==> src/rtl/core/keepalive_timeout_monitor_macros.svh <==
// Assertion macros shared by the keep-alive timeout monitor RTL.
`ifndef KEEPALIVE_TIMEOUT_MONITOR_MACROS_SVH
`define KEEPALIVE_TIMEOUT_MONITOR_MACROS_SVH

// Same-cycle implication, checked at every rising clock edge outside reset.
`define KTM_ASSERT_IMPL(lbl, ante, cons) \
  lbl: assert property (@(posedge clk) disable iff (rst) (ante) |-> (cons)) \
    else $error("keep-alive monitor check failed");

// Next-cycle implication, checked at every rising clock edge outside reset.
`define KTM_ASSERT_NEXT(lbl, ante, cons) \
  lbl: assert property (@(posedge clk) disable iff (rst) (ante) |=> (cons)) \
    else $error("keep-alive monitor check failed");

`endif

==> src/rtl/core/ktm_pkg.sv <==
// Package with constants and types of the keep-alive timeout monitor.
`timescale 1ns / 1ps
package ktm_pkg;

  localparam int SESSION_SLOTS = 16;
  localparam int IDX_W         = $clog2(SESSION_SLOTS);

  localparam int CMD_W     = 2;
  localparam int SLOT_W    = 4;
  localparam int ADDR_W    = 32;
  localparam int KA_W      = 16;
  localparam int TIME_W    = 32;
  localparam int SCALE_W   = 16;

  localparam logic [SCALE_W-1:0] SCALE_RESET = SCALE_W'(1500);

  localparam logic [CMD_W-1:0] CMD_CONNECT  = 2'd0;
  localparam logic [CMD_W-1:0] CMD_ACTIVITY = 2'd1;
  localparam logic [CMD_W-1:0] CMD_CLOSE    = 2'd2;
  localparam logic [CMD_W-1:0] CMD_TICK     = 2'd3;

  // One request to the shared expiry unit.
  typedef struct packed {
    logic              load;
    logic [TIME_W-1:0] seen_ms;
    logic [KA_W-1:0]   ka_secs;
  } exp_req_t;

endpackage

==> src/rtl/core/ktm_ifs.sv <==
// Channel interfaces of the keep-alive timeout monitor.
`timescale 1ns / 1ps
interface ktm_item_if;
  logic        valid;
  logic        ready;
  logic [1:0]  command;
  logic [3:0]  slot;
  logic [31:0] peer_address;
  logic [15:0] keep_alive_secs;
  logic        will_present;
  logic [31:0] now_ms;

  modport source (output valid, command, slot, peer_address, keep_alive_secs,
                  will_present, now_ms, input ready);
  modport sink (input valid, command, slot, peer_address, keep_alive_secs,
                will_present, now_ms, output ready);
endinterface

interface ktm_result_if;
  logic       valid;
  logic       ready;
  logic [3:0] dropped_slot;
  logic       dropped;
  logic       will_due;
  logic       last;

  modport source (output valid, dropped_slot, dropped, will_due, last, input ready);
  modport sink (input valid, dropped_slot, dropped, will_due, last, output ready);
endinterface

interface ktm_cfg_if;
  logic        valid;
  logic        ready;
  logic [15:0] data;

  modport source (output valid, data, input ready);
  modport sink (input valid, data, output ready);
endinterface

==> src/rtl/core/ktm_expiry_unit.sv <==
// Shared multiply and compare unit that decides whether one session expired.
`timescale 1ns / 1ps
module ktm_expiry_unit (
  input  logic                         clk,
  input  ktm_pkg::exp_req_t            req,
  input  logic [ktm_pkg::TIME_W-1:0]   now,
  input  logic [ktm_pkg::SCALE_W-1:0]  scale,
  output logic                         expired
);
  import ktm_pkg::*;

  logic [TIME_W-1:0] limit;
  logic [TIME_W:0]   elapsed;
  logic              ka_nonzero;

  // Stage one: the limit product and the signed elapsed time are registered.
  always_ff @(posedge clk) begin
    if (req.load) begin
      limit      <= TIME_W'(req.ka_secs * scale);
      elapsed    <= {1'b0, now} - {1'b0, req.seen_ms};
      ka_nonzero <= (req.ka_secs != '0);
    end
  end

  // Stage two: a negative or zero elapsed time never expires.
  assign expired = ka_nonzero && !elapsed[TIME_W] && (elapsed[TIME_W-1:0] != '0) &&
                   (elapsed[TIME_W-1:0] > limit);

endmodule

==> src/rtl/core/keepalive_timeout_monitor.sv <==
// Top level of the keep-alive timeout monitor: session table and tick sequencer.
//
//   Channel  Direction  Handshake     Moves
//   item     in         valid/ready   one table command or one timeout tick
//   result   out        valid/ready   one dropped session or an empty tick report
//   cfg      in         valid/ready   timeout_scale, always ready
//
// A connect, activity or close command is handled at its transfer. A tick first
// runs every slot through the shared expiry unit (read, multiply, compare), then scans
// the slots: a slot that is not an expired live session is passed over; otherwise its
// address is read, the other slots are searched for a live, unexpired peer at that
// address, and the session is dropped if none is found. Reset is synchronous and
// clears all sessions and wills. A stalled result register holds the scan at any drop
// after the first and at the end of the tick.
`timescale 1ns / 1ps
`include "keepalive_timeout_monitor_macros.svh"
module keepalive_timeout_monitor (
  input  logic         clk,
  input  logic         rst,
  ktm_item_if.sink     item,
  ktm_result_if.source result,
  ktm_cfg_if.sink      cfg
);
  import ktm_pkg::*;

  localparam logic [3:0] S_IDLE     = 4'd0;
  localparam logic [3:0] S_EXP_RD   = 4'd1;
  localparam logic [3:0] S_EXP_MUL  = 4'd2;
  localparam logic [3:0] S_EXP_CMP  = 4'd3;
  localparam logic [3:0] S_SEL      = 4'd4;
  localparam logic [3:0] S_ADDR     = 4'd5;
  localparam logic [3:0] S_PEER_RD  = 4'd6;
  localparam logic [3:0] S_PEER_CMP = 4'd7;
  localparam logic [3:0] S_DROP     = 4'd8;
  localparam logic [3:0] S_FIN      = 4'd9;

  localparam logic [IDX_W-1:0] IDX_LAST = IDX_W'(SESSION_SLOTS - 1);

  // Session table: the wide fields live in memories, flags in flip-flops.
  logic [TIME_W-1:0] seen_mem [SESSION_SLOTS];
  logic [KA_W-1:0]   ka_mem   [SESSION_SLOTS];
  logic [ADDR_W-1:0] addr_mem [SESSION_SLOTS];
  logic [SESSION_SLOTS-1:0] session_live;
  logic [SESSION_SLOTS-1:0] will_armed;
  logic [SESSION_SLOTS-1:0] exp_flag;

  logic [3:0]         state;
  logic [IDX_W-1:0]   k;
  logic [IDX_W-1:0]   i;
  logic [IDX_W-1:0]   j;
  logic [IDX_W-1:0]   rd_idx;
  logic [TIME_W-1:0]  rd_seen;
  logic [KA_W-1:0]    rd_ka;
  logic [ADDR_W-1:0]  rd_addr;
  logic [ADDR_W-1:0]  ref_addr;
  logic [TIME_W-1:0]  tick_now;
  logic [SCALE_W-1:0] timeout_scale;

  // The newest drop waits here until the scan knows whether it is the last one.
  logic               pend_v;
  logic [IDX_W-1:0]   pend_slot;
  logic               pend_will;

  logic               out_v;
  logic [SLOT_W-1:0]  out_slot;
  logic               out_drop;
  logic               out_will;
  logic               out_last;

  logic               item_xfer;
  logic               slot_ok;
  logic [IDX_W-1:0]   wr_idx;
  logic               out_free;
  logic               out_load;
  logic               peer_ok;
  logic               drop_go;
  logic               expired;
  exp_req_t           req;

  assign item.ready = (state == S_IDLE);
  assign cfg.ready  = 1'b1;
  assign item_xfer  = item.valid && item.ready;
  assign slot_ok    = (int'(item.slot) < SESSION_SLOTS);
  assign wr_idx     = IDX_W'(item.slot);
  assign out_free   = !out_v || result.ready;
  assign drop_go    = (state == S_DROP) && (!pend_v || out_free);
  // The result register takes a new report when a held drop moves out or the tick ends.
  assign out_load   = (drop_go && pend_v) || ((state == S_FIN) && out_free);

  // A slot may keep the candidate alive only if it is live and not expired itself.
  assign peer_ok = (j != i) && session_live[j] && !exp_flag[j];

  assign result.valid        = out_v;
  assign result.dropped_slot = out_slot;
  assign result.dropped      = out_drop;
  assign result.will_due     = out_will;
  assign result.last         = out_last;

  always_comb begin
    case (state)
      S_EXP_RD: rd_idx = k;
      S_SEL:    rd_idx = i;
      default:  rd_idx = j;
    endcase
  end

  // Table memories: one write on a connect or activity command, one registered read per cycle.
  always_ff @(posedge clk) begin
    if (item_xfer && slot_ok) begin
      if (item.command == CMD_CONNECT) begin
        seen_mem[wr_idx] <= item.now_ms;
        ka_mem[wr_idx]   <= item.keep_alive_secs;
        addr_mem[wr_idx] <= item.peer_address;
      end else if (item.command == CMD_ACTIVITY && session_live[wr_idx]) begin
        seen_mem[wr_idx] <= item.now_ms;
      end
    end
    rd_seen <= seen_mem[rd_idx];
    rd_ka   <= ka_mem[rd_idx];
    rd_addr <= addr_mem[rd_idx];
  end

  always_ff @(posedge clk) begin
    if (rst) begin
      timeout_scale <= SCALE_RESET;
    end else if (cfg.valid && cfg.ready) begin
      timeout_scale <= cfg.data;
    end
  end

  assign req.load    = (state == S_EXP_MUL);
  assign req.seen_ms = rd_seen;
  assign req.ka_secs = rd_ka;

  ktm_expiry_unit u_expiry (
    .clk     (clk),
    .req     (req),
    .now     (tick_now),
    .scale   (timeout_scale),
    .expired (expired)
  );

  // Expiry flags and scan data need no reset: a tick writes them before use.
  always_ff @(posedge clk) begin
    if (item_xfer && item.command == CMD_TICK) begin
      tick_now <= item.now_ms;
    end
    if (state == S_EXP_CMP) begin
      exp_flag[k] <= expired;
    end
    if (state == S_ADDR) begin
      ref_addr <= rd_addr;
    end
    if (drop_go) begin
      pend_slot <= i;
      pend_will <= will_armed[i];
    end
  end

  // Sequencer, session flags and the result register.
  always_ff @(posedge clk) begin
    if (rst) begin
      state        <= S_IDLE;
      k            <= '0;
      i            <= '0;
      j            <= '0;
      pend_v       <= 1'b0;
      out_v        <= 1'b0;
      out_slot     <= '0;
      out_drop     <= 1'b0;
      out_will     <= 1'b0;
      out_last     <= 1'b0;
      session_live <= '0;
      will_armed   <= '0;
    end else begin
      if (out_load) begin
        out_v <= 1'b1;
      end else if (out_v && result.ready) begin
        out_v <= 1'b0;
      end
      case (state)
        S_IDLE: begin
          if (item_xfer) begin
            if (item.command == CMD_TICK) begin
              k     <= '0;
              state <= S_EXP_RD;
            end else if (slot_ok && item.command == CMD_CONNECT) begin
              session_live[wr_idx] <= 1'b1;
              will_armed[wr_idx]   <= item.will_present;
            end else if (slot_ok && item.command == CMD_CLOSE) begin
              session_live[wr_idx] <= 1'b0;
              will_armed[wr_idx]   <= 1'b0;
            end
          end
        end
        S_EXP_RD: begin
          state <= S_EXP_MUL;
        end
        S_EXP_MUL: begin
          state <= S_EXP_CMP;
        end
        S_EXP_CMP: begin
          if (k == IDX_LAST) begin
            i     <= '0;
            state <= S_SEL;
          end else begin
            k     <= k + 1'b1;
            state <= S_EXP_RD;
          end
        end
        S_SEL: begin
          if (session_live[i] && exp_flag[i]) begin
            state <= S_ADDR;
          end else if (i == IDX_LAST) begin
            state <= S_FIN;
          end else begin
            i <= i + 1'b1;
          end
        end
        S_ADDR: begin
          j     <= '0;
          state <= S_PEER_RD;
        end
        S_PEER_RD: begin
          if (peer_ok) begin
            state <= S_PEER_CMP;
          end else if (j == IDX_LAST) begin
            state <= S_DROP;
          end else begin
            j <= j + 1'b1;
          end
        end
        S_PEER_CMP: begin
          if (rd_addr == ref_addr) begin
            // A live peer at the same address keeps this session.
            if (i == IDX_LAST) begin
              state <= S_FIN;
            end else begin
              i     <= i + 1'b1;
              state <= S_SEL;
            end
          end else if (j == IDX_LAST) begin
            state <= S_DROP;
          end else begin
            j     <= j + 1'b1;
            state <= S_PEER_RD;
          end
        end
        S_DROP: begin
          if (drop_go) begin
            if (pend_v) begin
              out_slot <= SLOT_W'(pend_slot);
              out_drop <= 1'b1;
              out_will <= pend_will;
              out_last <= 1'b0;
            end
            pend_v          <= 1'b1;
            session_live[i] <= 1'b0;
            will_armed[i]   <= 1'b0;
            if (i == IDX_LAST) begin
              state <= S_FIN;
            end else begin
              i     <= i + 1'b1;
              state <= S_SEL;
            end
          end
        end
        S_FIN: begin
          if (out_free) begin
            out_slot <= pend_v ? SLOT_W'(pend_slot) : '0;
            out_drop <= pend_v;
            out_will <= pend_v && pend_will;
            out_last <= 1'b1;
            pend_v   <= 1'b0;
            state    <= S_IDLE;
          end
        end
        default: begin
          state <= S_IDLE;
        end
      endcase
    end
  end

  // A held drop never outlives its tick.
  `KTM_ASSERT_IMPL(a_pend_in_tick, pend_v, state != S_IDLE)
  // An empty tick report is always the final result of its tick.
  `KTM_ASSERT_IMPL(a_empty_is_last, out_v && !out_drop, out_last)
  // A tick always starts the expiry pass.
  `KTM_ASSERT_NEXT(a_tick_starts, item_xfer && item.command == CMD_TICK, state == S_EXP_RD)
  // A dropped session is disconnected and its will disarmed.
  `KTM_ASSERT_NEXT(a_drop_clears, drop_go,
                   !session_live[$past(i)] && !will_armed[$past(i)] && pend_v)
  // The scan only considers a slot for a peer search if it is live and expired.
  `KTM_ASSERT_IMPL(a_addr_candidate, state == S_ADDR, session_live[i] && exp_flag[i])

endmodule

==> src/flat_wrapper.sv <==
// flat-port wrapper written by rule: the top's interface ports become plain ports
module keepalive_timeout_monitor_flat import ktm_pkg::*;
  (clk, rst, item_valid, item_command, item_slot, item_peer_address, item_keep_alive_secs, item_will_present, item_now_ms, item_ready, result_valid, result_dropped_slot, result_dropped, result_will_due, result_last, result_ready, cfg_valid, cfg_data, cfg_ready);
  ktm_item_if item_i ();
  ktm_result_if result_i ();
  ktm_cfg_if cfg_i ();
  input  logic clk;
  input  logic rst;
  input wire logic [$bits(item_i.valid)-1:0] item_valid;
  input wire logic [$bits(item_i.command)-1:0] item_command;
  input wire logic [$bits(item_i.slot)-1:0] item_slot;
  input wire logic [$bits(item_i.peer_address)-1:0] item_peer_address;
  input wire logic [$bits(item_i.keep_alive_secs)-1:0] item_keep_alive_secs;
  input wire logic [$bits(item_i.will_present)-1:0] item_will_present;
  input wire logic [$bits(item_i.now_ms)-1:0] item_now_ms;
  output wire logic [$bits(item_i.ready)-1:0] item_ready;
  output wire logic [$bits(result_i.valid)-1:0] result_valid;
  output wire logic [$bits(result_i.dropped_slot)-1:0] result_dropped_slot;
  output wire logic [$bits(result_i.dropped)-1:0] result_dropped;
  output wire logic [$bits(result_i.will_due)-1:0] result_will_due;
  output wire logic [$bits(result_i.last)-1:0] result_last;
  input wire logic [$bits(result_i.ready)-1:0] result_ready;
  input wire logic [$bits(cfg_i.valid)-1:0] cfg_valid;
  input wire logic [$bits(cfg_i.data)-1:0] cfg_data;
  output wire logic [$bits(cfg_i.ready)-1:0] cfg_ready;
  assign item_i.valid = item_valid;
  assign item_i.command = item_command;
  assign item_i.slot = item_slot;
  assign item_i.peer_address = item_peer_address;
  assign item_i.keep_alive_secs = item_keep_alive_secs;
  assign item_i.will_present = item_will_present;
  assign item_i.now_ms = item_now_ms;
  assign item_ready = item_i.ready;
  assign result_valid = result_i.valid;
  assign result_dropped_slot = result_i.dropped_slot;
  assign result_dropped = result_i.dropped;
  assign result_will_due = result_i.will_due;
  assign result_last = result_i.last;
  assign result_i.ready = result_ready;
  assign cfg_i.valid = cfg_valid;
  assign cfg_i.data = cfg_data;
  assign cfg_ready = cfg_i.ready;
  keepalive_timeout_monitor u_core (.clk(clk), .rst(rst), .item(item_i), .result(result_i), .cfg(cfg_i));
endmodule
==> config.mk <==
export PLATFORM = sky130hd
export DESIGN_NAME = keepalive_timeout_monitor_flat
export DESIGN_NICKNAME = d
export VERILOG_FILES = /design/src/rtl/core/ktm_pkg.sv /design/src/rtl/core/ktm_ifs.sv /design/src/rtl/core/ktm_expiry_unit.sv /design/src/rtl/core/keepalive_timeout_monitor.sv /design/src/flat_wrapper.sv
export VERILOG_INCLUDE_DIRS = /design/src /design/src/rtl/core
export SDC_FILE = /design/constraint.sdc
export NUM_CORES = 2
export LEC_CHECK = 0
export ABC_AREA = 1
export ABC_CLOCK_PERIOD_IN_PS = 8200
export BUFFER_PORTS_ARGS = -buffer_cell sky130_fd_sc_hd__clkbuf_2
export CORE_ASPECT_RATIO = 1.5
export CORE_MARGIN = 2
export CORE_UTILIZATION = 50
export DETAILED_ROUTE_END_ITERATION = 6
export GPL_TIMING_DRIVEN = 1
export PLACE_DENSITY_LB_ADDON = 0.1
export SLEW_MARGIN = 30
export SYNTH_ARGS = -nofsm -noshare
export SYNTH_HDL_FRONTEND = slang
export SYNTH_HIERARCHICAL = 1
export SYNTH_SLANG_ARGS = --single-unit
==> constraint.sdc <==
create_clock -name clk -period 8.2 [get_ports clk]
set_input_delay 0 -clock clk [delete_from_list [all_inputs] [get_ports clk]]
set_output_delay 0 -clock clk [all_outputs]
set_load 0.01 [all_outputs]
Word level (Yosys, flattened, before mapping)
Memory sizes are Yosys's and may differ from the RTL's. A register that Yosys moved wholly into a read port is not among the register bits.
Cells that the tools add are included.

operators by class
  div/mod/pow operators = 0
  bitwise gates (word level) = 8
  multiply operators = 1
  equality and inequality tests = 32
  shifts and indexed selects = 0
  $lt $le $gt $ge = 8
  reductions and logical operators = 41
  muxes and demuxes = 90
  $add $sub $neg = 4

operators by type and width
  cell                  count
  $mux W16              10
  $mux W4               26
  $and A16 B16 Y16      4
  $pmux W16 S2          2
  $pmux W4 S10          1
  $sub A32 B32 Y33      1
  $bwmux W16            2
  $eq A32 B32 Y1        1
  $gt A32 B32 Y1        1
  $mul A16 B16 Y32      1
  $mux W32              1
  $not A16 Y16          2
  $reduce_bool A32 Y1   1
  $mux W1               29
  $bmux W1 S4           6
  $pmux W4 S2           3
  $eq A4 B4 Y1 const B  5
  $lt A4 B5 Y1 const B  4
  $logic_and A1 B1 Y1   17
  $eq A4 B3 Y1 const B  4
  $ne A2 B2 Y1 const B  8
  $or A16 B16 Y16       1
  $pmux W4 S4           1
  $reduce_bool A16 Y1   1
  26 further kinds      52

storage, ports and cells
  word-level logic and storage cells = 208
  output and inout port bits = 10
  bits in latches = 0
  flip-flop bits (word level) = 224
  input port bits = 108
  bits in read-only memories = 0
  memory bits (writable) = 1280
  memories kept = 3

memory list
  memory           words  bits a word  read ports  clocked after Yosys merged registers in  wr ports  RTL line                         RTL
  u_core.addr_mem  16     32           1           1                                        1         keepalive_timeout_monitor.sv:42  logic [ADDR_W-1:0] addr_mem [SESSION_SLOTS];
  u_core.seen_mem  16     32           1           1                                        1         keepalive_timeout_monitor.sv:40  logic [TIME_W-1:0] seen_mem [SESSION_SLOTS];
  u_core.ka_mem    16     16           1           1                                        1         keepalive_timeout_monitor.sv:41  logic [KA_W-1:0] ka_mem [SESSION_SLOTS];

Depth between registers and ports, before layout
  word-level depth = 11
  mapped depth = 27
  gate-level depth less buffers = 25

Hierarchy
Netlist, hierarchy kept.

by module, submodules not included
  module                     area each (um^2)  instances  seq. area each (um^2)  cells an instance
  keepalive_timeout_monitor  61283.8           1          44052.2                5059
  ktm_expiry_unit            14759.2           1          1981.9                 2077

Least setup slack after synthesis
No wires, ideal clock.

  path kind = register -> register
  start point = reg u_core.rd_ka[10], read port of u_core.ka_mem
  end point = reg u_core.u_expiry.limit[28], data pin
  data required time = 7947 ps
  period minus slack after synthesis = 5279 ps
  buffers on the path = 2
  setup time = 253 ps
  slack = 2921 ps
  stages on the path, launching flop included = 22
  data arrival time = 5026 ps
  path through = dfxtp_1 -> clkbuf_1 -> clkbuf_1 -> nand2_1 -> fa_1 -> fa_1 -> fa_1 -> fa_1 -> inv_1 -> fa_1 -> inv_1 -> fa_1 -> inv_1 -> ha_1 -> nand2_1 -> inv_1 -> a21oi_1 -> nand3_1 -> nand2_1 -> nand3b_1 -> nand2_1 -> nand2_1

between the ends
  word-level cells in the longest chain between the ends = 1

ends and longest elaborated chain
  element               RTL line                         RTL
  start, declared       keepalive_timeout_monitor.sv:53  logic [KA_W-1:0] rd_ka;
  $mul A16 B16 Y32      ktm_expiry_unit.sv:19            limit <= TIME_W'(req.ka_secs * scale);
  end signal, assigned  ktm_expiry_unit.sv:19
  end, declared         ktm_expiry_unit.sv:12            logic [TIME_W-1:0] limit;

Every way passes these cells.
A chain may end at the register's enable or synchronous reset.

Worst setup path in the final report
  start point = reg u_core.rd_ka[1], read port of u_core.ka_mem
  end point = reg u_core.u_expiry.limit[25], data pin

The elaborated chain is that of the path after synthesis.

==> results.md <==
* Synthesized area per cell at 10.7 um2
* Critical Path Sink Type: flip-flop
* Crit start category: flip-flop
* Hold-critical path depth at 2
* First-pass GRT wire length at 297000 um
* Vias in the first global route at around 50000
* Max clock buf depth at 3
* Post-synthesis sequential area ratio at 0.605
* Worst setup path category: reg -> reg
* P&R area growth vs syn at 11.6%
* Layer with the highest usage: met2
* Hold WS at 0.134 ns
* First drt pass iteration count at 5
* Num CTS Buffers at 151
* Pint at 15.1 mW
* Crit path max-delay cell type: dfxtp_1
* Initial antenna violation count at 16
* CP cell instances: nand2_1 > fa_1 > fa_1 > inv_1 > fa_1 > fa_1 > fa_1 > inv_1 > fa_1 > inv_1 > ha_1 > nand2_1 > nor2_1 > nand2_1 > nor2_1 > nand2_1 > nand4_1 > nand2_1
* Yosys top cell by area: edfxtp_1
* CTS clk-pin slew, worst paths at 0.06 ns
* Synth warn at 6
* Clk_lat worst skew at 0.80 ns
* Placed Area at 78300 um2
* Maximum fanout along the worst path at 17
* Slew of the pin with the lowest slew margin at 1.12 ns
* Core area at roughly 150000 um2
* Sw power at approximately 6.4 mW
* Mapped Area at approximately 76000 um2
* Max cap viols at 0
* Dpl ws at 2.33 ns
* DR vias at between 50000 and 60000
* Post-route clock period utilization at 0.716
* GRT Total Usage at 0.257
* Gate count after technology mapping at ~7100
* Setup Fix Bufs, Post-CTS at 0
* M1 GR Usage at 0.289
* Relative slew margins at 0.256
* Final hold violation count at 0
* Worst clock skew at about 0.051 ns
* Reg power frac at 0.428
* Boundary pin count at 118
* Number of port buffers at 116
* CTS Sinks at 1584
* Grt ovf at 0
* Avg WL per Cell at 21.1 um
* Hold Path Class: in -> reg
* Synth unique cells at 51
* #FFs+latches synth at 1584
* Slowest stage delay, CP at 0.98 ns
* TNS Setup at 0 ns
* Syn Nets at between 7000 and 8000
* ANT nets after route at 0
* IR drop worst, VDD at 0.334 mV
* Cell area after layout at 84800 um2
* Root Buffer: clkbuf_16
* Full die area at 155000 um2
* CTS HTree Levels at 4
* Crit path top cell by count: fa_1
* Sw Ratio at 0.298
* Leak Pwr at 34.3 nW
* Final GP Congestion at 0.921
* HPWL Detailed at 119000 um
* Final-stage net count at slightly below 8000
* Worst reg2reg path depth at 18
* Starting density of the core at 0.503
* Endpoints failing setup at 0
* Crit path required time at 8.74 ns
* Iter 0 DRT Violations at 3510
* Clock share of power at 0.332
* Status: finished clean
* Met3 usage at 0.0334
* Vias per std cell at between 5 and 6
* RSZ-0062 raised after global routing: no
* # rows at ~180
* Combinational Power Share at 0.240
* CTS tree: built
* F_max at between 0.15 and 0.2 GHz
* Remaining DRCs at 0
* Layout cell share with drive strength beyond 1 at 0.0698
* Yosys top cell area share at 0.565
* Die Y at 482 um
* Critical path arrival at 6.42 ns
* Fin worst setup slack at 2.32 ns
* Largest net degree at the start of global routing at 217
* Met2 Use GR at 0.468
* Pwr Density at around 250 nW/um2
* Total Wirelength at 199000 um
* Max Slew Vio Count at 0
* R2R Setup Slk at 2.32 ns
* Tmin final at 5.88 ns
* Fillcell total at 12900
* Area contributors post-synth: edfxtp_1 57%, inv_1 6.5%, nand2_1 6.4%
* Die W at about 320 um
-- power by group through the flow --
| stage | combinational, mW | clock, mW | sequential [mW] |
|---|---|---|---|
| after CTS | 5.19 | 7.28 | 9.19 |
| final | 5.15 | 7.13 | 9.19 |
| after global placement | 5.09 | 0 | 9.36 |
| after floorplan | 3.68 | 0 | 9.30 |
| after global routing | 5.95 | 7.56 | 9.20 |
| after detailed placement | 5.10 | 0 | 9.36 |
-- cell usage in the layout, fill, tap and decap left out, types with 163 or more instances in the layout --
cell type	synthesis	layout
edfxtp_1	1431	1431
inv_1	1321	1321
nand2_1	1299	1298
nand3_1	600	600
a21oi_1	424	423
o211ai_1	337	337
nor2_1	264	229
fa_1	195	195
o21ai_1	187	186
ha_1	177	177
o21ai_0	163	163
-- worst max-delay path, delay by kind of cell (launching register included) --
family                     cells  cell delay [ns]
DFF                            1             0.98
adders and majority gates      7             3.31
buffers and inverters          3             0.14
and+or+nand+nor                8             1.16
-- final cells by class --
type,instances,area (um2),area share
Sequential cell,1584,46000,0.543
Antenna cell,11,27.5,0.000324
Clock buffer,204,4140,0.0488
Inverter,1331,5010,0.0591
Multi-Input combinational cell,3865,23400,0.275
Clock inverter,70,888,0.0105
Timing Repair Buffer,335,2830,0.0333
Tap cell,2035,2550,0.0300
-- flip-flops by register name, indices dropped and copies added, names as in the netlist, 4 cells and up, named ones only --
| register | count |
|---|---|
| u_core/rd_addr | 32 |
| u_core/state | 4 |
| u_core/ka_mem | 256 |
| u_core/addr_mem | 512 |
| u_core/ref_addr | 32 |
| u_core/rd_seen | 32 |
| u_core/u_expiry/limit | 32 |
| u_core/j | 4 |
| u_core/tick_now | 32 |
| u_core/k | 4 |
| u_core/pend_slot | 4 |
| u_core/i | 4 |
| u_core/rd_ka | 16 |
| u_core/will_armed | 16 |
| u_core/exp_flag | 16 |
| u_core/timeout_scale | 16 |
| u_core/result.dropped_slot | 4 |
| u_core/seen_mem | 512 |
| u_core/u_expiry/elapsed | 33 |
-- synth_stat cells (all sizes together) --
library cell	instances
nand3	603
nand2	1318
nand3b	9
nor4	6
o221ai	1
edfxtp	1431
xnor2	42
ha	177
nand4	22
inv	1330
clkbuf	123
o211ai	338
a21o	2
and2	6
o21bai	10
a22oi	2
a221oi	1
and3	1
o21ai	350
o22ai	13
a211oi	3
conb	1
a21oi	442
a31oi	1
nor2	274
clkinv	1
xor2	26
nor3	17
or2	3
dfxtp	153
fa	195
o21a	2
buf	233
-- metrics by stage --
step / instances / utilization / total power, mW
final: 9435 / 0.561 / 21.5
after global routing: 9433 / 0.561 / 22.7
after CTS: 9423 / 0.560 / 21.7
after detailed placement: 9008 / 0.518 / 14.5
after global placement: 9001 / 0.516 / 14.5
after floorplan: 7136 / - / 13.0
-- per-layer routing --
layer | up-vias | part of all wire
met5 | - | 0.00017
met4 | 6 | 0.058
met3 | 502 | 0.039
met2 | 1242 | 0.52
met1 | 24400 | 0.38
li1 | 24100 | -
-- worst paths after layout --
check | startpoint | endpoint
min reg2reg | u_core/rd_addr[8] | u_core/ref_addr[8]
min | item_peer_address[21] | u_core/addr_mem[8][21]
max | u_core/rd_ka[1] | u_core/u_expiry/limit[25]
max reg2reg | u_core/rd_ka[1] | u_core/u_expiry/limit[25]
-- cells by family after synthesis --
family | count (synthesis) | share of synthesized area
and+or+nand+nor | 2259 | 0.125
buffers and inverters | 1687 | 0.0913
DFF | 1584 | 0.605
AOI/OAI and AO/OA | 1165 | 0.0899
adders and majority gates | 372 | 0.0805
xor gates and xnor gates | 68 | 0.00783
other | 1 | 0.0000493
-- timing repair --
item,CTS,global route
hold buffers,141,0
resized for setup,0,0
endpoints found under the hold margin,1389,0
Note: power is estimated with default switching activity, not from simulation.
